[config.mk]
export PLATFORM = sky130hd
export DESIGN_NAME = tre_front
export DESIGN_NICKNAME = d
export VERILOG_FILES = /design/src/hw/rtl/truss_element_response_unit_defines.svh /design/src/hw/rtl/tre_pkg.sv /design/src/hw/rtl/tre_front.sv
export SDC_FILE = /design/constraint.sdc
export NUM_CORES = 2
export LEC_CHECK = 0
export ABC_AREA = 1
export BUFFER_PORTS_ARGS = -buffer_cell sky130_fd_sc_hd__buf_2
export CORE_MARGIN = 8
export CORE_UTILIZATION = 40
export CTS_CLUSTER_DIAMETER = 120
export DETAILED_ROUTE_END_ITERATION = 8
export PLACE_DENSITY = 0.69
export SLEW_MARGIN = 20
export SYNTH_ARGS = -nofsm -noshare
export SYNTH_HDL_FRONTEND = slang
export SYNTH_SLANG_ARGS = --single-unit
export TNS_END_PERCENT = 30
[constraint.sdc]
create_clock -name clk -period 24.1 [get_ports clk]
set_clock_uncertainty 0.15 [all_clocks]
set_input_delay 4.82 -clock clk [delete_from_list [all_inputs] [get_ports clk]]
set_output_delay 4.82 -clock clk [all_outputs]
set_load 0.01 [all_outputs]
[src/hw/rtl/truss_element_response_unit_defines.svh]
// Assertion macros for the truss element response unit.
`ifndef TRUSS_ELEMENT_RESPONSE_UNIT_DEFINES_SVH
`define TRUSS_ELEMENT_RESPONSE_UNIT_DEFINES_SVH

// Same-cycle implication, reset masked.
`define TRE_ASSERT_IMPL(label, clk, rst_n, ante, cons, msg) \
    label: assert property (@(posedge clk) disable iff (!rst_n) (ante) |-> (cons)) \
        else $error(msg);

// Next-cycle implication, reset masked.
`define TRE_ASSERT_NEXT(label, clk, rst_n, ante, cons, msg) \
    label: assert property (@(posedge clk) disable iff (!rst_n) (ante) |=> (cons)) \
        else $error(msg);

`endif

[src/hw/rtl/tre_pkg.sv]
// Shared types, constants and functions of the truss element response unit.
package tre_pkg;

    localparam int TRE_FRAC_BITS   = 16;
    localparam int TRE_QUEUE_DEPTH = 4;
    localparam int TRE_IN_W        = 32;
    localparam int TRE_CFG_W       = 32;
    localparam int TRE_OUT_W       = 64;
    localparam int TRE_EMAG_W      = TRE_IN_W + 1;   // |node delta|
    localparam int TRE_CMAG_W      = TRE_IN_W + 2;   // |displaced delta|
    localparam int TRE_DMAG_W      = TRE_IN_W + 1;   // |displacement delta|
    localparam int TRE_LEN_SH      = 16;             // extra length scale bits
    localparam int TRE_OUT_FRAC    = 32;             // Q32.32 outputs
    localparam int TRE_ROOT_W      = 51;             // length width
    localparam int TRE_QUO_W       = 80;             // quotient cap is 2^80
    localparam int TRE_SAT_W       = TRE_QUO_W + 1 + TRE_CFG_W;
    localparam int TRE_CFG_IDX_W   = 2;

    localparam logic [TRE_CFG_W-1:0] TRE_CFG_RESET = TRE_CFG_W'(65536);

    typedef enum logic [TRE_CFG_IDX_W-1:0] {
        CFG_ELASTIC = 2'd0,
        CFG_SHEAR   = 2'd1,
        CFG_AREA    = 2'd2
    } cfg_idx_t;

    typedef struct packed {
        logic [TRE_EMAG_W-1:0] ex_mag;
        logic [TRE_EMAG_W-1:0] ey_mag;
        logic [TRE_EMAG_W-1:0] ez_mag;
        logic [TRE_CMAG_W-1:0] cx_mag;
        logic [TRE_CMAG_W-1:0] cy_mag;
        logic [TRE_CMAG_W-1:0] cz_mag;
        logic [TRE_DMAG_W-1:0] ddy_mag;
        logic                  ddy_neg;
        logic [TRE_DMAG_W-1:0] ddz_mag;
        logic                  ddz_neg;
    } tre_item_t;

    typedef struct packed {
        logic [TRE_OUT_W-1:0] strain;
        logic [TRE_OUT_W-1:0] stress;
        logic [TRE_OUT_W-1:0] moment;
        logic [TRE_OUT_W-1:0] shear;
        logic                 zero;
    } tre_result_t;

    // Signed Q32.32 saturation of a magnitude with a sign.
    function automatic logic [TRE_OUT_W-1:0] sat64(input logic [TRE_SAT_W-1:0] m,
                                                   input logic neg);
        logic big;
        logic [TRE_OUT_W-1:0] lo;
        logic [TRE_OUT_W-1:0] res;
        big = |m[TRE_SAT_W-1:TRE_OUT_W];
        lo  = m[TRE_OUT_W-1:0];
        if (neg)
        begin
            if (big || (lo > {1'b1, {(TRE_OUT_W-1){1'b0}}}))
                res = {1'b1, {(TRE_OUT_W-1){1'b0}}};
            else
                res = -lo;
        end
        else
        begin
            if (big || lo[TRE_OUT_W-1])
                res = {1'b0, {(TRE_OUT_W-1){1'b1}}};
            else
                res = lo;
        end
        return res;
    endfunction

endpackage

[src/hw/rtl/tre_front.sv]
// Front end: accepts elements and reduces them to delta magnitudes and signs.
module tre_front
    import tre_pkg::*;
(
    input  logic                       clk,
    input  logic                       rst_n,
    input  logic                       in_valid,
    output logic                       in_ready,
    input  logic signed [TRE_IN_W-1:0] first_x,
    input  logic signed [TRE_IN_W-1:0] first_y,
    input  logic signed [TRE_IN_W-1:0] first_z,
    input  logic signed [TRE_IN_W-1:0] second_x,
    input  logic signed [TRE_IN_W-1:0] second_y,
    input  logic signed [TRE_IN_W-1:0] second_z,
    input  logic signed [TRE_IN_W-1:0] first_dx,
    input  logic signed [TRE_IN_W-1:0] first_dy,
    input  logic signed [TRE_IN_W-1:0] first_dz,
    input  logic signed [TRE_IN_W-1:0] second_dx,
    input  logic signed [TRE_IN_W-1:0] second_dy,
    input  logic signed [TRE_IN_W-1:0] second_dz,
    input  logic                       full,
    output logic                       push,
    output tre_item_t                  item
);

    logic      front_valid_reg;
    tre_item_t item_reg;
    tre_item_t item_next;

    logic signed [TRE_IN_W:0]   ex, ey, ez, ddy, ddz;
    logic signed [TRE_IN_W:0]   p2x, p2y, p2z, p1x, p1y, p1z;
    logic signed [TRE_IN_W+1:0] cx, cy, cz;

    always_comb
    begin
        ex  = {second_x[TRE_IN_W-1], second_x} - {first_x[TRE_IN_W-1], first_x};
        ey  = {second_y[TRE_IN_W-1], second_y} - {first_y[TRE_IN_W-1], first_y};
        ez  = {second_z[TRE_IN_W-1], second_z} - {first_z[TRE_IN_W-1], first_z};
        p2x = {second_x[TRE_IN_W-1], second_x} + {second_dx[TRE_IN_W-1], second_dx};
        p2y = {second_y[TRE_IN_W-1], second_y} + {second_dy[TRE_IN_W-1], second_dy};
        p2z = {second_z[TRE_IN_W-1], second_z} + {second_dz[TRE_IN_W-1], second_dz};
        p1x = {first_x[TRE_IN_W-1], first_x} + {first_dx[TRE_IN_W-1], first_dx};
        p1y = {first_y[TRE_IN_W-1], first_y} + {first_dy[TRE_IN_W-1], first_dy};
        p1z = {first_z[TRE_IN_W-1], first_z} + {first_dz[TRE_IN_W-1], first_dz};
        cx  = {p2x[TRE_IN_W], p2x} - {p1x[TRE_IN_W], p1x};
        cy  = {p2y[TRE_IN_W], p2y} - {p1y[TRE_IN_W], p1y};
        cz  = {p2z[TRE_IN_W], p2z} - {p1z[TRE_IN_W], p1z};
        ddy = {second_dy[TRE_IN_W-1], second_dy} - {first_dy[TRE_IN_W-1], first_dy};
        ddz = {second_dz[TRE_IN_W-1], second_dz} - {first_dz[TRE_IN_W-1], first_dz};

        item_next.ex_mag  = ex[TRE_IN_W] ? TRE_EMAG_W'(-ex) : TRE_EMAG_W'(ex);
        item_next.ey_mag  = ey[TRE_IN_W] ? TRE_EMAG_W'(-ey) : TRE_EMAG_W'(ey);
        item_next.ez_mag  = ez[TRE_IN_W] ? TRE_EMAG_W'(-ez) : TRE_EMAG_W'(ez);
        item_next.cx_mag  = cx[TRE_IN_W+1] ? TRE_CMAG_W'(-cx) : TRE_CMAG_W'(cx);
        item_next.cy_mag  = cy[TRE_IN_W+1] ? TRE_CMAG_W'(-cy) : TRE_CMAG_W'(cy);
        item_next.cz_mag  = cz[TRE_IN_W+1] ? TRE_CMAG_W'(-cz) : TRE_CMAG_W'(cz);
        item_next.ddy_mag = ddy[TRE_IN_W] ? TRE_DMAG_W'(-ddy) : TRE_DMAG_W'(ddy);
        item_next.ddy_neg = ddy[TRE_IN_W];
        item_next.ddz_mag = ddz[TRE_IN_W] ? TRE_DMAG_W'(-ddz) : TRE_DMAG_W'(ddz);
        item_next.ddz_neg = ddz[TRE_IN_W];
    end

    assign in_ready = !front_valid_reg || !full;
    assign push     = front_valid_reg && !full;
    assign item     = item_reg;

    always_ff @(posedge clk or negedge rst_n)
    begin
        if (!rst_n)
            front_valid_reg <= 1'b0;
        else if (in_ready)
            front_valid_reg <= in_valid;
    end

    always_ff @(posedge clk)
    begin
        if (in_valid && in_ready)
            item_reg <= item_next;
    end

endmodule

Word-level counts from Yosys, hierarchy flattened
Cells that the tools add are included.
{"block": "totals", "inputBits": 388, "regBits": 270, "output_inout_bits": 271}
{"block": "classes", "n_reduce_logical": 5, "muxes": 8, "add_sub_neg": 22}
{"cell": "adder 32 x 32 -> 33 bit", "n": 6}
{"cell": "negator 33 bit", "n": 5}
{"cell": "subtractor 32 x 32 -> 33 bit", "n": 5}
{"cell": "two-way mux 32 bit", "n": 5}
{"cell": "negator 34 bit", "n": 3}
{"cell": "subtractor 33 x 33 -> 34 bit", "n": 3}
{"cell": "two-way mux 33 bit", "n": 3}
{"cell": "logical AND 1 bit", "n": 2}
{"cell": "logical NOT 1 bit", "n": 2}
{"cell": "logical OR 1 bit", "n": 1}

Longest topological paths before layout
{"block": "depth", "depth_word": 4, "depth_mapped": 27, "depth_no_buf": 27}

Worst setup path after synthesis
No wires, ideal clock.
{"block": "synth_timing", "kind": "input -> register", "from": "input port in_valid", "to": "register item_reg, in the netlist item[0], enable pin", "stages": 2, "slack_ps": 5204, "arrival_ps": 17759, "setup_ps": 988, "required_ps": 22962, "cell_sequence": "inv_1 -> a21oi_1"}
{"block": "synth_via", "elab_chain_cells": 1}
{"element": "from (decl)", "line": "tre_front.sv:7", "text": "input logic in_valid,"}
{"element": "logical AND 1 bit", "line": "tre_front.sv:77", "text": "if (in_valid && in_ready)"}
{"element": "to (signal assigned)", "line": "tre_front.sv:78", "text": "item_reg <= item_next;"}
{"element": "to (decl)", "line": "tre_front.sv:27", "text": "tre_item_t item_reg;"}
No other way between the ends.
A chain may end at the register's enable or synchronous reset.

Final worst setup path
{"block": "layout_timing", "from": "input port full", "to": "output port push"}
{"block": "layout_via", "elab_chain_cells": 2}
{"element": "from (decl)", "line": "tre_front.sv:21", "text": "input logic full,"}
{"element": "logical NOT 1 bit", "line": "tre_front.sv:64", "text": "assign push = front_valid_reg && !full;"}
{"element": "logical AND 1 bit", "line": "tre_front.sv:64"}
{"element": "to (decl)", "line": "tre_front.sv:22", "text": "output logic push,"}
No other way between the ends.

==> out/qor.yml <==
timing:
  setup-violations-final: 0
  tightest_slew_ns: 0.990
  fin_crit_sh: 0.421
  min_period_ns: 10.14
  fmax_mhz: 98.6
  fin_setup_tns_ns: 0
  drv_slew: 0
  slew_headroom: 0.340
  setup_slack_ns: 13.96
  hold_viol: 0
  rsz0062_at_grt: "no"
outcome:
  outcome: "complete, no violations"
floorplanning:
  start_util: 0.401
  dieArea_um2: 114000
  ios: 659
  die_h_um: 338
  die_w_um: 338
  coreArea_um2: 103000
  row_count: 118
logic_synthesis:
  synth_top_family_by_area: "simple AND/OR/NAND/NOR gates"
  async_reset_ff_frac: 0.00370
  yosysUniqueCellTypes: 53
  yosys_warnings: 0
  synth-adder-area-share: 0.178
  netlist_instances: 6760
  synth-seq-cells: 270
  syn-num-nets: 7618
  syn_avg_cell_area_um2: 6.12
  synth_mux_area_frac: 0
  synth_simple_gate_area_frac: 0.387
  ys.flop_type: "edfxtp_1"
  synth-compound-area-share: 0.0485
  yosysSeqAreaShare: 0.196
  synthesis.area_um2: 41400
  synth_xor_area_frac: 0.0458
  synth_edf_count: 269
clock_network:
  cts_resized: 0
  numClockSinks: 270
  root_buffer: "clkbuf_16"
  cts_buffers: 36
  path_clk_slew_ns: 0.05
  cts.path.max_buffers: 3
  htreeDepth: 2
  cts_hold_buf: 0
  cts_tree: "built"
  clock_latency_ns: 0.60
  cts_setup_buffers: 0
detailed_routing:
  viasPerCell: 4.94
  vias: 43700
  wl_um: 160000
  initialDrtViolationCount: 3122
  avgRoutedWirePerCell_um: 18.1
  ant_nets: 0
  remaining_drc_errors: 0
  dr.pass1.iters: 8
global_route:
  grt-ovfl-total: 0
  grt_max_degree: 141
  track_usage: 0.270
  antenna_found_initial: 23
  grt_pass1_vias: 42000
  grt_pass1_wl_um: 237000
cells_and_area:
  largest_register_ff_count: 269
  syn_to_final_growth_pct: 14.9
  final_layout_size_suffix_gt1_frac: 0.110
  finish.instance_area_um2: 47500
  final_nets: 8296
worst_setup_path:
  crit_path_end_kind: "output port"
  critical_path_class: "in2out"
  critical_path.max_stage_delay_ns: 0.13
  crit_required_ns: 19.13
  cp_num_buf_inv: 2
  crit_chain: "buf_2 > nor2_1 > buf_2"
  cp-start-kind: "input pin"
  path_common_cell: "buf_2"
  crit_family: "buffers and inverters"
  cpMaxStageDelayCell: "buf_2"
  cp_data_arrival_time_ns: 5.17
  path_max_fanout: 3
place:
  routabilityCongestion: 1.02
  port_buffers: 658
  detailedPlacementHpwl_um: 142000
  placed_cell_area_um2: 46300
  pre_cts_ws_ns: 13.96
power:
  p_clk_frac: 0.148
  switching_power_w: 0.00202
  power_w: 0.00395
  powerDensity_nw_per_um2: 83.1
  combPwrFrac: 0.648
  irDropWorstVdd_mv: 0.0593
  intPower_w: 0.00193
  pwr-share-seq: 0.204
  p_leak_nw: 27.6
  swShare: 0.512
min_path:
  hp-class: "reg2reg"
run:
  maxCapViolCount: 0
==> power by group through the flow <==
stage	combinational [W]	clock (W)	sequential (W)
floorplan	0.00168	0	0.000874
global placement	0.00251	0	0.000814
detailed placement	0.00254	0	0.000815
CTS	0.00255	0.000602	0.000808
global route	0.00287	0.000614	0.000816
finish	0.00256	0.000585	0.000806
==> routing by layer <==
layer	global-route usage	share of wire
met1	0.321	0.40
met2	0.467	0.47
met3	0.0565	0.080
met4	0.124	0.051
met5	0	0.00069
==> layout make-up <==
cell class | instances | area [um^2]
Clock buffer | 44 | 952
Antenna cell | 10 | 25.0
Multi-Input combinational cell | 4925 | 27300
Inverter | 1541 | 5790
Tap cell | 1380 | 1730
Fill cell | 11100 | 55500
Clock inverter | 22 | 288
Sequential cell | 270 | 8100
Timing Repair Buffer | 664 | 3350
==> worst paths after layout <==
kind                            depth (start not counted)               to  slack, ns            start
worst max-delay path                                    3             push      13.96             full
worst min-delay path                                    2  front_valid_reg       0.43  front_valid_reg
worst max register to register                          3        item[258]      21.30  front_valid_reg
worst min register to register                          2  front_valid_reg       0.43  front_valid_reg
max in group asynchronous                               1  front_valid_reg      19.89            rst_n
min in group asynchronous                               1  front_valid_reg       3.83            rst_n
==> worst min-delay path, stage by stage, from the launching register on <==
cell and delay, ns:
dfrtp_1 0.41, nand2_1 0.09, nand2_1 0.05
==> cell usage in the layout, fill, tap and decap left out, drive strengths merged, types with 3 or more instances in the layout <==
cell / n
nand2: 2550
inv: 1546
buf: 664
nor2: 641
nand3: 466
ha: 270
edfxtp: 269
a21oi: 220
fa: 200
xor2: 133
o21ai: 90
xnor2: 75
nand4: 72
nand3b: 58
nor3: 58
clkbuf: 44
o21bai: 25
and2: 22
nor4: 12
diode: 10
a31oi: 9
clkinv: 9
a21o: 6
bufinv: 6
o21a: 5
a211oi: 3
==> cell usage after synthesis, drive strengths merged (25+ instances only) <==
master | number | share of area
xnor2 | 75 | 0.017
edfxtp | 269 | 0.20
nand2 | 2550 | 0.23
nand3 | 466 | 0.058
fa | 200 | 0.097
inv | 1540 | 0.14
nand3b | 58 | 0.011
nand4 | 72 | 0.011
o21bai | 25 | 0.0046
a21oi | 220 | 0.027
nor2 | 641 | 0.060
nor3 | 58 | 0.0073
xor2 | 133 | 0.029
o21ai | 90 | 0.012
ha | 270 | 0.082
==> logic make-up after synthesis <==
group           count (synthesis)
buf+inv                      1565
fa+ha+maj                     470
xor+xnor                      208
compound gates                363
simple gates                 3884
flops                         270
==> per-stage QoR <==
| stage | hold WS (ns) | cells | util |
|---|---|---|---|
| 2_1_floorplan | 0.394 | 6760 | - |
| 3_5_place_dp | 0.416 | 8780 | 0.449 |
| 5_1_grt | 0.484 | 8849 | 0.461 |
| 6_report | 0.429 | 8856 | 0.461 |
| 4_1_cts | 0.429 | 8846 | 0.461 |
| 3_3_place_gp | 0.423 | 8780 | 0.449 |
(Power assumes the default switching activity.)
