<file path="src/hw/rtl/truss_element_response_unit_defines.svh">
// Assertion macros for the truss element response unit.
`ifndef TRUSS_ELEMENT_RESPONSE_UNIT_DEFINES_SVH
`define TRUSS_ELEMENT_RESPONSE_UNIT_DEFINES_SVH

// Same-cycle implication, reset masked.
`define TRE_ASSERT_IMPL(label, clk, rst_n, ante, cons, msg) \
    label: assert property (@(posedge clk) disable iff (!rst_n) (ante) |-> (cons)) \
        else $error(msg);

// Next-cycle implication, reset masked.
`define TRE_ASSERT_NEXT(label, clk, rst_n, ante, cons, msg) \
    label: assert property (@(posedge clk) disable iff (!rst_n) (ante) |=> (cons)) \
        else $error(msg);

`endif

</file>
<file path="src/hw/rtl/tre_pkg.sv">
// Shared types, constants and functions of the truss element response unit.
package tre_pkg;

    localparam int TRE_FRAC_BITS   = 16;
    localparam int TRE_QUEUE_DEPTH = 4;
    localparam int TRE_IN_W        = 32;
    localparam int TRE_CFG_W       = 32;
    localparam int TRE_OUT_W       = 64;
    localparam int TRE_EMAG_W      = TRE_IN_W + 1;   // |node delta|
    localparam int TRE_CMAG_W      = TRE_IN_W + 2;   // |displaced delta|
    localparam int TRE_DMAG_W      = TRE_IN_W + 1;   // |displacement delta|
    localparam int TRE_LEN_SH      = 16;             // extra length scale bits
    localparam int TRE_OUT_FRAC    = 32;             // Q32.32 outputs
    localparam int TRE_ROOT_W      = 51;             // length width
    localparam int TRE_QUO_W       = 80;             // quotient cap is 2^80
    localparam int TRE_SAT_W       = TRE_QUO_W + 1 + TRE_CFG_W;
    localparam int TRE_CFG_IDX_W   = 2;

    localparam logic [TRE_CFG_W-1:0] TRE_CFG_RESET = TRE_CFG_W'(65536);

    typedef enum logic [TRE_CFG_IDX_W-1:0] {
        CFG_ELASTIC = 2'd0,
        CFG_SHEAR   = 2'd1,
        CFG_AREA    = 2'd2
    } cfg_idx_t;

    typedef struct packed {
        logic [TRE_EMAG_W-1:0] ex_mag;
        logic [TRE_EMAG_W-1:0] ey_mag;
        logic [TRE_EMAG_W-1:0] ez_mag;
        logic [TRE_CMAG_W-1:0] cx_mag;
        logic [TRE_CMAG_W-1:0] cy_mag;
        logic [TRE_CMAG_W-1:0] cz_mag;
        logic [TRE_DMAG_W-1:0] ddy_mag;
        logic                  ddy_neg;
        logic [TRE_DMAG_W-1:0] ddz_mag;
        logic                  ddz_neg;
    } tre_item_t;

    typedef struct packed {
        logic [TRE_OUT_W-1:0] strain;
        logic [TRE_OUT_W-1:0] stress;
        logic [TRE_OUT_W-1:0] moment;
        logic [TRE_OUT_W-1:0] shear;
        logic                 zero;
    } tre_result_t;

    // Signed Q32.32 saturation of a magnitude with a sign.
    function automatic logic [TRE_OUT_W-1:0] sat64(input logic [TRE_SAT_W-1:0] m,
                                                   input logic neg);
        logic big;
        logic [TRE_OUT_W-1:0] lo;
        logic [TRE_OUT_W-1:0] res;
        big = |m[TRE_SAT_W-1:TRE_OUT_W];
        lo  = m[TRE_OUT_W-1:0];
        if (neg)
        begin
            if (big || (lo > {1'b1, {(TRE_OUT_W-1){1'b0}}}))
                res = {1'b1, {(TRE_OUT_W-1){1'b0}}};
            else
                res = -lo;
        end
        else
        begin
            if (big || lo[TRE_OUT_W-1])
                res = {1'b0, {(TRE_OUT_W-1){1'b1}}};
            else
                res = lo;
        end
        return res;
    endfunction

endpackage

</file>
<file path="src/hw/rtl/tre_queue.sv">
// Short FIFO between front and back end (depth must be a power of two).
module tre_queue
    import tre_pkg::*;
#(
    parameter int DEPTH = TRE_QUEUE_DEPTH
)
(
    input  logic      clk,
    input  logic      rst_n,
    input  logic      push,
    input  tre_item_t push_item,
    input  logic      pop,
    output logic      full,
    output logic      valid,
    output tre_item_t head
);

    localparam int PTR_W = $clog2(DEPTH);

    tre_item_t        mem [DEPTH];
    logic [PTR_W-1:0] wr_ptr_reg;
    logic [PTR_W-1:0] rd_ptr_reg;
    logic [PTR_W:0]   count_reg;

    assign full  = (count_reg == (PTR_W+1)'(DEPTH));
    assign valid = (count_reg != '0);
    assign head  = mem[rd_ptr_reg];

    always_ff @(posedge clk or negedge rst_n)
    begin
        if (!rst_n)
        begin
            wr_ptr_reg <= '0;
            rd_ptr_reg <= '0;
            count_reg  <= '0;
        end
        else
        begin
            if (push)
                wr_ptr_reg <= wr_ptr_reg + 1'b1;
            if (pop)
                rd_ptr_reg <= rd_ptr_reg + 1'b1;
            if (push && !pop)
                count_reg <= count_reg + 1'b1;
            else if (pop && !push)
                count_reg <= count_reg - 1'b1;
        end
    end

    always_ff @(posedge clk)
    begin
        if (push)
            mem[wr_ptr_reg] <= push_item;
    end

endmodule

</file>
<file path="config.mk">
export PLATFORM = sky130hd
export DESIGN_NAME = tre_queue
export DESIGN_NICKNAME = d
export VERILOG_FILES = /design/src/hw/rtl/truss_element_response_unit_defines.svh /design/src/hw/rtl/tre_pkg.sv /design/src/hw/rtl/tre_queue.sv
export SDC_FILE = /design/constraint.sdc
export NUM_CORES = 1
export LEC_CHECK = 0
export ABC_AREA = 0
export BUFFER_PORTS_ARGS = -buffer_cell sky130_fd_sc_hd__buf_4
export CAP_MARGIN = 15
export CELL_PAD_IN_SITES_DETAIL_PLACEMENT = 0
export CELL_PAD_IN_SITES_GLOBAL_PLACEMENT = 2
export CORE_MARGIN = 5
export CORE_UTILIZATION = 40
export CTS_BUF_LIST = sky130_fd_sc_hd__clkbuf_4
export DETAILED_ROUTE_END_ITERATION = 7
export PLACE_DENSITY_LB_ADDON = 0.25
export RECOVER_POWER = 25
export SLEW_MARGIN = 5
export SYNTH_ARGS = -nofsm -noshare
export SYNTH_HDL_FRONTEND = slang
export SYNTH_SLANG_ARGS = --single-unit
export TNS_END_PERCENT = 10
</file>
<file path="constraint.sdc">
create_clock -name clk -period 6.8 [get_ports clk]
set_input_delay 0.68 -clock clk [delete_from_list [all_inputs] [get_ports clk]]
set_output_delay 0.68 -clock clk [all_outputs]
set_load 0.01 [all_outputs]
</file>
After elaboration in Yosys (flattened, before gate mapping)
Memories as Yosys holds them, arrays and structs flattened.
Index checks and enable logic that the tools add are counted.
{"block": "classes", "n_addsub": 4, "n_eq_ne": 1, "n_reduce_logical": 6, "muxes": 4}
{"operator": "$mux 3", "n": 2}
{"operator": "$add 2x1->2 const B", "n": 2}
{"operator": "$add 3x1->3 const B", "n": 1}
{"operator": "$eq 3x3->1 const B", "n": 1}
{"operator": "$reduce_bool 3->1", "n": 1}
{"operator": "$sub 3x1->3 const B", "n": 1}
{"operator": "$logic_and 1x1->1", "n": 2}
{"operator": "$logic_not 1->1", "n": 2}
{"operator": "$mux 1", "n": 2}
{"operator": "$reduce_bool 2->1", "n": 1}
{"block": "word_totals", "regBits": 7, "ram_bits": 1076, "mem_count": 1, "elab_cells": 19, "in_bits": 273}
{"memory": "mem", "words": 4, "word_bits": 269, "rd": 1, "rd_ports_with_merged_regs": 0, "wr": 1, "line": "tre_queue.sv:20", "rtl": "tre_item_t mem [DEPTH];"}

Logic depth before layout (Yosys ltp)
Gate-level depths: netlist of the first run.
{"block": "logic_depth", "word_depth": 4, "mapped_depth": 7}

Least setup slack after synthesis of the first run
OpenSTA, ideal clock, no wires.
{"block": "synth_timing", "path_kind": "input to register", "from": "input push", "to": "memory mem[1][0] in the netlist's numbering, enable pin", "cell_stages": 1, "t_arrival_ps": 6755, "setup_slack_ps": -619, "path_buffers": 0, "path_cell_list": "and2_1"}
{"block": "synth_via", "elab_chain_cells": 2}
{"item": "start: declaration", "line": "tre_queue.sv:10", "rtl": "input logic push,"}
{"item": "$mux 1", "line": "tre_queue.sv:52", "rtl": "if (push)"}
{"item": "$mux 1 (not written as such)", "line": "tre_queue.sv:53", "rtl": "mem[wr_ptr_reg] <= push_item;"}
{"item": "end: declaration", "line": "tre_queue.sv:20"}
Every way passes these cells.

==> results of run 1 <==
[path summary, 6_finish.rpt]
kind,start,end,slack (ns)
worst min-delay path,push_item[242],mem[3][242],0.39
worst min register to register,count_reg[2],count_reg[2],0.49
max in group asynchronous,rst_n,rd_ptr_reg[0],5.85
worst max-delay path,rd_ptr_reg[1],head[37],2.48
worst max register to register,wr_ptr_reg[0],mem[0][98],4.16
min in group asynchronous,rst_n,count_reg[2],0.61
[synth_stat cells]
library cell,n
and2_1,4
buf_2,31
buf_4,1
buf_6,22
clkbuf_1,6
dfrtp_1,7
edfxtp_1,1076
fa_1,1
ha_1,5
inv_1,4
mux2_2,1
mux4_2,269
nand2_1,2
nor2_1,1
nor3b_1,1
o21ai_0,1
or3_1,1
xnor2_1,2
xor2_1,4
[logic make-up (layout without fill, tap and decap cells)]
group / after synthesis / count (layout) / share of synthesized area
AOI/OAI and AO/OA: 1 / 1 / 0.000128
xor gates and xnor gates: 6 / 6 / 0.00134
adders and majority gates: 6 / 6 / 0.00211
buffers and inverters: 64 / 1297 / 0.0114
DFF: 1083 / 1083 / 0.829
muxes: 270 / 270 / 0.155
other: 0 / 18 / 0
and+or+nand+nor: 9 / 9 / 0.00128
[report_power, final]
part | switching [W] | leakage (nW) | internal (W)
clock | 0.00241 | 2.00 | 0.00276
sequential | 0.000347 | 9.96 | 0.00873
combinational | 0.00341 | 5.08 | 0.00319
total | 0.00617 | 17.0 | 0.0147
[timing repair]
action                    4_1_cts  5_1_grt
hold buffers                  273        0
hold endpoints to repair     1089        0
resized for setup               0        0
[per-layer routing]
metal	up-vias	wire [um]	track usage
met4	6	1610	0.0559
met5	-	33	0
met3	132	7540	0.0649
met1	10000	34000	0.205
met2	681	43400	0.271
li1	8604	-	-
[worst max-delay path, delay by kind of cell (launching register included)]
family | cells | cell delay, ns
DFF | 1 | 1.09
muxes | 1 | 0.49
buffers and inverters | 2 | 0.72
[stage by stage]
step	hold slack, ns	instances	setup slack (ns)
after floorplan	0.384	1439	-0.581
after global placement	0.468	3214	3.57
after detailed placement	0.478	3214	3.57
after CTS	0.109	3948	2.28
after global routing	0.244	3955	2.26
final	0.392	3966	2.48
[cell type report]
class | instances | area [sq um]
inverters | 4 | 15.0
fillers | 7955 | 46900
well taps | 1276 | 1600
multi-input cells | 292 | 6270
clock buffers | 400 | 3000
repair buffers | 832 | 6420
clock inverters | 61 | 287
diodes | 18 | 45.0
flip-flops and latches | 1083 | 32500
==> results.md, run 1 <==
- For this run, the register share of the synthesized area comes to 0.829.
- Measured against its own limit, the worst slew margin works out to 0.240.
- The synthesized netlist net count is 1718.
- The critical path goes through buf_12 -> mux4_2 -> buf_4.
- In this run the clock root is driven by a clkbuf_4.
- For the final database, setup skew stands at 0.0554 ns.
- Synthesis inferred 1083 register bits.
- Yosys printed 0 warnings.
- edfxtp_1 takes more of the synthesized area than any other cell.
- The CTS tree is done.
- Once the clock tree was built, the setup fixing pass inserted 0 buffers.
- The ratio of final minimum period to clock period is 0.635.
- Data on the critical path arrives at its endpoint at 3.64 ns.
- The ratio of cells with drive above 1 in the final layout is 0.405.
- The register with the most flip-flops in the layout has 1076 of them.
- Before antenna repair, the detailed router went through 5 iterations.
- The area of the core is 97000 sq um.
- The number of remaining DRC errors is 0.
- STA classifies the critical path endpoint as an output port.
- The cell depth of the worst min-delay path is 2.
- The peak fanout along the critical path is 117.
- The accumulated negative setup slack is 0 ns.
- For the worst setup path, the data required time is 6.12 ns.
- The I/O pin count is 544.
- The largest stage delay on the critical path is 1.09 ns.
- The leading cell type in the layout, fill and taps excluded is edfxtp_1.
- The share of the core filled with cells in the final layout is 0.517.
- The H-tree was split into 5 levels.
- The number of antenna violations at the first check in global routing was 17.
- The net count of the finished layout is 2791.
- The run finished with clean final reports.
- The overflow left after global routing is 0.
- The initial utilization of the core area, before any placement, comes to 0.404.
- The top cell type's share of synthesized area is 0.824.
- Setup repair after global routing left no endpoint under its margin.
- The sum of internal, switching and leakage power is 0.0209 W.
- The count of different cell masters after synthesis is 19.
- Entering global routing, the biggest net connects 142 pins.
- The count of antenna-violating nets left after detailed routing is 0.
- STA classifies the critical path startpoint as a flop.
- The number of hold violations in the final report came to 0.
- Counting along the longest clock path gives a buffer depth of 4.
- The cell area after layout is 50100 sq um.
- The number of buffers inserted during clock tree synthesis is 299.
- The number of global-route vias before repair is 21500.
- The final wirelength is 86600 um.
- The minimum clock period is 4.32 ns.
- The detailed router's first-iteration violation count is 1063.
- The overall global routing resource usage is 0.166.
- The overall die height is 323 um.
- The final number of max-transition violations is 0.
- For this design the ratio of total power to cell area is 416 nW/um^2.
- The global-route wire length before repair is 130000 um.
- The average instance in the mapped netlist occupies 27.2 sq um.
- The layout overhead on the synthesized area is 27.9%.
- The die is 323 um wide.
- The classification of the worst setup path is reg -> out.
- The worst-case IR drop observed on VDD is 0.313 mV.
- The cell area that synthesis handed to floorplanning was 39200 sq um.
- The die covers 104000 sq um.
- At the end of routability-driven placement, the weighted congestion stood at 0.703.
- After detailed routing, the average wire length per cell comes to 21.8 um.
- The count of clock tree sinks is 1083.
- The placed wire-length estimate after detailed placement is 51100 um.
- The min-delay analysis places its worst path in the category in -> reg.
- The max-capacitance violation count is 0.
- The number of failing setup endpoints in the final timing report is 0.
- The detailed-route vias per instance is 4.90.
- The highest achievable clock rate is 232 MHz.
- The analysis attributes to cell leakage a power of 17.0 nW.
- In the layout the commonest cells are 1076 x edfxtp_1, 400 x clkbuf_4, 379 x buf_4, 273 x dlygate4sd3_1, 269 x mux4_2.
- By area the synthesized netlist is led by edfxtp_1 82%, mux4_2 15%, buf_6 0.63%.
- The actual slew at the worst max-slew pin is 1.14 ns.
- The cell count after synthesis came out at 1439.
- The number of buffers added on ports is 543.
- The worst-path cell with the longest stage delay is dfrtp_4.
- The total number of placement rows is 114.
- Clock-pin slew was measured on the worst setup and hold paths at 0.06 ns.
- Measured in cells, the most critical reg-to-reg path has a length of 4.
- Across all layers, the routed design uses 19400 vias.
- The total placed instance area is 44700 sq um.
- The worst-skew pair later-pin latency is 1.10 ns.
Note: power is estimated with default switching activity, not from simulation.
==> run 2: changes to the inputs <==
Clock period 6.8 ns to 4.43 ns, I/O delays scaled along.
==> results.md, run 2 (same netlist as run 1, synthesis figures left out) <==
- The worst clock skew on the final layout is 0.0707 ns (was 0.0554 ns).
- The relative slew slack is 0.312 (was 0.240).
- The overall die height is 323 um (unchanged).
- The arrival time reported for the critical path endpoint is 3.31 ns (was 3.64 ns).
- The I/O pin count is 544 (unchanged).
- The source of the worst register-to-register timing path is wr_ptr_reg[1] (was wr_ptr_reg[0]).
- The final number of max-transition violations is 0 (unchanged).
- The final non-filler cell total is 4259 (was 3966).
- The destination of the worst hold path is mem[1][94] (was mem[3][242]).
- The die outline width is 323 um (unchanged).
- The number of optimization iterations in the first detailed-route pass came to 5 (unchanged).
- The routed via count is 20700 (was 19400).
- The power per unit of standard cell area is 608 nW/um^2 (was 416 nW/um^2).
- The number of failing setup endpoints in the final timing report was 0 (unchanged).
- The number of flip-flops in the largest register was 1076 (unchanged).
- The number of buffers added on ports is 543 (unchanged).
- Run status: finished, final reports clean (unchanged).
- The CTS tree is done (unchanged).
- The number of buffers between clock root and the deepest sink was 4 (unchanged).
- The ratio of cells with drive above 1 in the final layout came to 0.421 (was 0.405).
- The share of total power in the clock network was 0.246 (was 0.248).
- The area of the core is 97000 sq um (unchanged).
- The highest achievable clock rate is 267 MHz.
- The classification of the worst setup path is reg -> out (unchanged).
- The effective utilization at floorplan is 0.404 (unchanged).
- The end of the worst register-to-register path is mem[1][208] (was mem[0][98]).
- The kind of launch point of the worst setup path is a flop (unchanged).
- The number of hold violations in the final report is 0 (unchanged).
- The number of cells after detailed placement came to 3251 (was 3214).
- The count of fill cells added during filler insertion is 7651 (was 7955).
- The register-to-register setup slack is 2.10 ns (was 4.16 ns).
- The max-capacitance violation count is 0 (unchanged).
- The leading cell type in the layout, fill and taps excluded is edfxtp_1 (unchanged).
- The peak fanout along the critical path is 51 (was 117).
- The placed wire-length estimate after detailed placement was 55300 um (was 51100 um).
- The final weighted congestion of routability-driven global placement is 0.732 (was 0.703).
- The count of clock tree sinks was 1083 (unchanged).
- Of the available clock period, the critical path in the final layout requires 0.847.
- Most used cells in the layout excluding fill and tap cells: 1076 x edfxtp_1, 546 x clkbuf_4, 533 x dlygate4sd3_1, 395 x buf_4, 269 x mux4_2 (was 1076 x edfxtp_1, 400 x clkbuf_4, 379 x buf_4, 273 x dlygate4sd3_1, 269 x mux4_2).
- The number of buffers inserted during clock tree synthesis is 293 (was 299).
- The power share of the sequential group is 0.428 (was 0.435).
- The portion of total power attributed to combinational logic came to 0.326 (was 0.316).
- The class of the tightest hold or removal check is in -> reg (unchanged).
- The layout overhead on the synthesized area is 36.8% (was 27.9%).
- The total number of nets in the final design came to 3082 (was 2791).
- The switching power as a share of total power is 0.298 (was 0.296).
- The maximum VDD drop is 0.399 mV (was 0.313 mV).
- The net switching power figure is 0.00971 W (was 0.00617 W).
- The design internal power is 0.0229 W (was 0.0147 W).
- The number of levels in the clock H-tree is 5 (unchanged).
- The global-route wire length before repair came to 137000 um (was 130000 um).
- The number of cells on the worst reg-to-reg path is 4 (unchanged).
- The detailed-route vias per instance was 4.85 (was 4.90).
- The overall global routing resource usage is 0.174 (was 0.166).
- The clock-pin slew on the worst setup and hold paths is 0.06 ns (about the same).
- The critical hold path startpoint is push_item[94] (was push_item[242]).
- The accumulated negative setup slack is 0 ns (unchanged).
- The total number of placement rows came to 114 (unchanged).
- The average wire per standard cell is 21.4 um (was 21.8 um).
- The final wirelength was 91200 um (was 86600 um).
- The detailed router's first-iteration violation count came to 1165 (was 1063).
- The smallest clock period supported by the final layout is computed as 3.75 ns.
- The post-CTS setup repair buffer count was 0 (unchanged).
- The number of global-route vias before repair was 23100 (was 21500).
- RSZ-0062 raised after global routing: false (unchanged).
- The count of antenna-violating nets left after detailed routing was 0 (unchanged).
- The maximum number of pins on one net before global-route repair is 98 (was 142).
- The actual slew at the worst max-slew pin is 1.03 ns (was 1.14 ns).
- The overflow left after global routing came to 0 (unchanged).
- The number of remaining DRC errors came to 0 (unchanged).
- The kind of end point of the critical path is an output port (unchanged).
- The buffer cell driving the clock tree root is clkbuf_4 (unchanged).
- The worst-skew pair later-pin latency is 1.11 ns (was 1.10 ns).
- The data required time at the worst endpoint is 3.99 ns (was 6.12 ns).
- The leakage power is 18.8 nW (was 17.0 nW).
- The area of the die is 104000 sq um (unchanged).
- The cell depth of the worst min-delay path is 2 (unchanged).
- The number of antenna violations at the first check in global routing is 12 (was 17).
==> run 2: cell count changes in the layout (fill, tap and decap cells not counted) <==
cell           previous run  this run
buf_4                   379       395
clkinv_2                  4         8
clkinv_1                 44        51
clkbuf_4                400       546
clkbuf_1                170        35
diode_2                  18         8
inv_2                    11         7
dlygate4sd3_1           273       533
buf_12                   10        19
==> run 2: metal layers <==
metal  part of all wire  vias up  track usage
li1                   -     9193            -
met1               0.40    10700        0.214
met2               0.51      658        0.288
met3              0.077      133       0.0654
met4              0.021       12       0.0592
met5            0.00080        -            0
==> run 2: worst max path at each step <==
| stage | from | endpoint | slack (ns) |
|---|---|---|---|
| 2_1_floorplan | wr_ptr_reg[0] | mem[0][0] | -2.94 |
| 5_1_grt | rd_ptr_reg[0] | head[102] | 0.35 |
| 6_report | rd_ptr_reg[0] | head[102] | 0.68 |
| 3_3_place_gp | rd_ptr_reg[0] | head[101] | 1.65 |
| 4_1_cts | rd_ptr_reg[0] | head[72] | 0.38 |
| 3_5_place_dp | rd_ptr_reg[0] | head[72] | 1.65 |
==> run 2: critical path: stages (launching register included) <==
cell,delay (ns)
dfrtp_4,0.97
buf_12,0.46
mux4_2,0.62
buf_4,0.18
==> run 2: layout make-up <==
type | instances | area, sq um | area share
inverters | 4 | 15.0 | 0.000280
clock inverters | 68 | 318 | 0.00593
multi-input cells | 292 | 6270 | 0.117
flip-flops and latches | 1083 | 32500 | 0.606
clock buffers | 399 | 3000 | 0.0559
well taps | 1276 | 1600 | 0.0298
diodes | 8 | 20.0 | 0.000373
repair buffers | 1129 | 9920 | 0.185
==> run 2: power by group through the flow <==
stage	clock network, W	logic [W]	registers, W
global placement	0	0.0106	0.0141
CTS	0.00837	0.0110	0.0140
global route	0.00901	0.0114	0.0141
finish	0.00803	0.0106	0.0140
floorplan	0	0.00583	0.0143
detailed placement	0	0.0106	0.0142
==> run 2: timing repair <==
| item | CTS | global route |
|---|---|---|
| hold buffers | 533 | 0 |
| hold endpoints to repair | 1119 | 0 |
| resized for setup | 0 | 0 |
==> run 2: per-stage QoR <==
stage / area (sq um) / util / setup WS [ns] / power [W] / hold slack (ns)
detailed placement: 45100 / 0.465 / 1.65 / 0.0248 / 0.271
CTS: 53700 / 0.554 / 0.376 / 0.0334 / 0.000100
global placement: 45100 / 0.465 / 1.65 / 0.0247 / 0.268
floorplan: 39200 / - / -2.94 / 0.0202 / 0.147
global route: 53600 / 0.553 / 0.349 / 0.0345 / 0.0679
finish: 53600 / 0.553 / 0.680 / 0.0326 / 0.229
==> run 3: changes to the inputs <==
Settings changed: ABC_AREA 0 to 1.
Clock period 4.43 ns to 3.6 ns, I/O delays scaled along.
==> results.md, run 3 <==
- The effective utilization at floorplan is 0.403 (was 0.404).
- The area of the multi-input gates is 8380 sq um (was 6270 sq um).
- RSZ-0062 raised after global routing: true (was false).
- Most used cells in the layout excluding fill and tap cells: 1076 x edfxtp_1, 815 x nand2_1, 604 x clkbuf_4, 544 x inv_1, 544 x dlygate4sd3_1 (was 1076 x edfxtp_1, 546 x clkbuf_4, 533 x dlygate4sd3_1, 395 x buf_4, 269 x mux4_2).
- The maximum VDD drop is 0.659 mV (was 0.399 mV).
- After layout, the minimum clock period comes to 3.45 ns.
- The worst-path cell with the longest stage delay is dfrtp_4 (unchanged).
- The number of remaining DRC errors came to 0 (unchanged).
- The synthesized netlist cell count is 3187 (was 1439).
- The area of the die is 117000 sq um (was 104000 sq um).
- The number of hold violations in the final report is 0 (unchanged).
- The actual slew at the worst max-slew pin is 0.905 ns (was 1.03 ns).
- The overall global routing resource usage is 0.186 (was 0.174).
- The max-capacitance violation count came to 0 (unchanged).
- The buffer cell driving the clock tree root is clkbuf_4 (unchanged).
- The overflow left after global routing is 0 (unchanged).
- The kind of end point of the critical path was an output port (unchanged).
- Run status: finished, final reports clean (unchanged).
- The share of the core filled with cells in the final layout is 0.541 (was 0.553).
- Crit path cell chain: buf_16 -> o211ai_1 -> nand2_1 -> buf_4 (was buf_12 -> mux4_2 -> buf_4).
- The worst-case hold slack was 0.257 ns (was 0.229 ns).
- The count of different cell masters after synthesis is 20 (was 19).
- The overall die height is 342 um (was 323 um).
- The final number of max-transition violations is 0 (unchanged).
- The die outline width is 342 um (was 323 um).
- The worst clock skew on the final layout was 0.0685 ns (was 0.0707 ns).
- Cell types occupying the most area after synthesis: edfxtp_1 73%, nand2_1 7.0%, o211ai_2 6.2% (was edfxtp_1 82%, mux4_2 15%, buf_6 0.63%).
- Of the available clock period, the critical path in the final layout requires 0.960.
- The class of the tightest hold or removal check is in -> async (was in -> reg).
- The top flip-flop cell by instance count after synthesis is edfxtp_1 (unchanged).
- The peak fanout along the critical path is 125 (was 51).
- The worst-skew pair later-pin latency is 1.17 ns (was 1.11 ns).
- The global-route wire length before repair is 168000 um (was 137000 um).
- The number of levels in the clock H-tree is 5 (unchanged).
- The routed via count was 28400 (was 20700).
- The kind of launch point of the worst setup path was a flop (unchanged).
- The number of buffers added on ports came to 543 (unchanged).
- The area of the core was 109000 sq um (was 97000 sq um).
- The total number of nets in the final design was 4767 (was 3082).
- The largest area contributor in the synthesized netlist is edfxtp_1 (unchanged).
- The cell family contributing the most delay on the critical path is flip-flops (unchanged).
- The count of antenna-violating nets left after detailed routing is 0 (unchanged).
- The share of async-settable or async-resettable flops after synthesis is 0.00646 (unchanged).
- The critical path buffer and inverter count is 2 (unchanged).
- The number of optimization iterations in the first detailed-route pass is 5 (unchanged).
- The top cell type's share of synthesized area is 0.734 (was 0.824).
- The count of fill cells added during filler insertion is 9287 (was 7651).
- The power per unit of standard cell area is 776 nW/um^2 (was 608 nW/um^2).
- The CTS tree is done (unchanged).
- The number of buffers between clock root and the deepest sink is 4 (unchanged).
- Most frequent cells after synthesis: 1076 x edfxtp_1, 821 x nand2_1, 549 x inv_1, 320 x o211ai_1, 218 x o211ai_2 (was 1076 x edfxtp_1, 269 x mux4_2, 31 x buf_2, 22 x buf_6, 7 x dfrtp_1).
- The most frequently used cell type in the post-synthesis netlist is edfxtp_1 (unchanged).
- The number of global-route vias before repair is 29200 (was 23100).
- The count of flip-flops with a built-in enable after synthesis is 1076 (unchanged).
- The number of antenna violations at the first check in global routing is 13 (was 12).
- The detailed router's first-iteration violation count is 1334 (was 1165).
- The leading cell type in the layout, fill and taps excluded is edfxtp_1 (unchanged).
- The leakage power was 23.9 nW (was 18.8 nW).
- The layout overhead on the synthesized area is 34.0% (was 36.8%).
- The largest stage delay on the critical path is 0.75 ns (was 0.97 ns).
- The cell area after synthesis is 44000 sq um (was 39200 sq um).
- The ratio of cells with drive above 1 in the final layout came to 0.281 (was 0.421).
- The final weighted congestion of routability-driven global placement is 0.741 (was 0.732).
- The share of the yosys chip area belonging to registers came to 0.738 (was 0.829).
- The maximum number of pins on one net before global-route repair is 141 (was 98).
- The synthesized netlist net count was 3466 (was 1718).
- The placed wire-length estimate after detailed placement is 64700 um (was 55300 um).
- The I/O pin count was 544 (unchanged).
- The detailed-route vias per instance is 4.61 (was 4.85).
- The number of flip-flops in the largest register was 1076 (unchanged).
- The average cell area after synthesis was 13.8 sq um (was 27.2 sq um).
- The total of flip-flops plus latches after synthesis is 1083 (unchanged).
- The number of buffers inserted during clock tree synthesis was 309 (was 293).
- The count of warnings emitted by yosys is 0 (unchanged).
- The final wirelength is 110000 um (was 91200 um).
- The classification of the worst setup path was reg -> out (unchanged).
- The total area of sequential cells is 32500 sq um (unchanged).
- The number of failing setup endpoints in the final timing report is 0 (unchanged).
- The average wire per standard cell was 17.8 um (was 21.4 um).
- The arrival time reported for the critical path endpoint is 3.09 ns (was 3.31 ns).
- The total number of placement rows came to 121 (was 114).
- The relative slew slack came to 0.397 (was 0.312).
- The data required time at the worst endpoint is 3.24 ns (was 3.99 ns).
- The clock-pin slew on the worst setup and hold paths is 0.06 ns (about the same).
- The highest achievable clock rate is 289 MHz.
- The count of clock tree sinks came to 1083 (unchanged).
-- run 3: cell count changes after synthesis, moves of 10 or more --
cell	delta
nand2_1	+819
clkbuf_1	+10
inv_1	+545
o211ai_1	+320
mux4_2	-269
o211ai_2	+218
buf_6	+10
buf_2	+78
buf_4	+22
-- run 3: logic make-up after synthesis --
group,synth area share
AND/OR/NAND/NOR,0.0704
adder cells (fa/ha/maj),0.00187
flip-flops,0.738
AO/OA/AOI/OAI,0.117
buffers and inverters,0.0727
XOR/XNOR,0.000796
-- run 3: what timing repair did --
| item | CTS | global route |
|---|---|---|
| hold endpoints to repair | 1096 | 0 |
| setup endpoints to repair | 219 | 61 |
| hold buffers | 544 | 0 |
| setup buffers | 2 | 8 |
| pin swaps | 1 | 0 |
| cloned | 1 | 0 |
| resized for setup | 4 | 3 |
-- run 3: cell type report --
cell class | count | share of cell area
diodes | 15 | 0.000636
clock buffers | 440 | 0.0560
clock inverters | 59 | 0.00608
inverters | 550 | 0.0355
multi-input cells | 1374 | 0.142
flip-flops and latches | 1083 | 0.551
well taps | 1476 | 0.0313
repair buffers | 1169 | 0.178
repair inverters | 1 | 0.000148
-- run 3: through the flow --
step	TNS [ns]	worst slack [ns]	cell area, sq um	instances	total power, W
final	0	0.145	59000	6167	0.0458
after CTS	0	0.00266	58900	6144	0.0467
after detailed placement	0	1.06	49700	5098	0.0351
after global routing	-1.14	-0.0741	59000	6161	0.0489
after global placement	0	1.08	49700	5098	0.0350
after floorplan	-1604.11	-1.50	44100	3187	0.0277
-- run 3: layer usage --
metal	wire (um)	vias up	global-route usage
met5	41	-	0
met3	6340	140	0.0508
met4	2590	6	0.0633
met2	55200	716	0.320
met1	45400	13600	0.228
li1	-	14000	-
-- run 3: final timing paths --
| check | start | endpoint | slack [ns] | cells after the start |
|---|---|---|---|---|
| worst max-delay path | rd_ptr_reg[1] | head[106] | 0.15 | 4 |
| worst min-delay path | rst_n | count_reg[1] | 0.26 | 3 |
| worst max register to register | wr_ptr_reg[0] | mem[2][64] | 1.46 | 5 |
| worst min register to register | count_reg[2] | count_reg[2] | 0.47 | 2 |
| max in group asynchronous | rst_n | rd_ptr_reg[0] | 2.93 | 3 |
| min in group clk | push | count_reg[0] | 0.26 | 4 |
-- run 3: worst min-delay path: cells and delay by family --
kind / cells / cell delay, ns
buf+inv: 3 / 1.48
-- run 3: power by group --
group          total (W)  switching, W  internal [W]
logic             0.0180        0.0111       0.00696
clock network     0.0107       0.00482       0.00590
registers         0.0171      0.000598        0.0165
total             0.0458        0.0165        0.0293
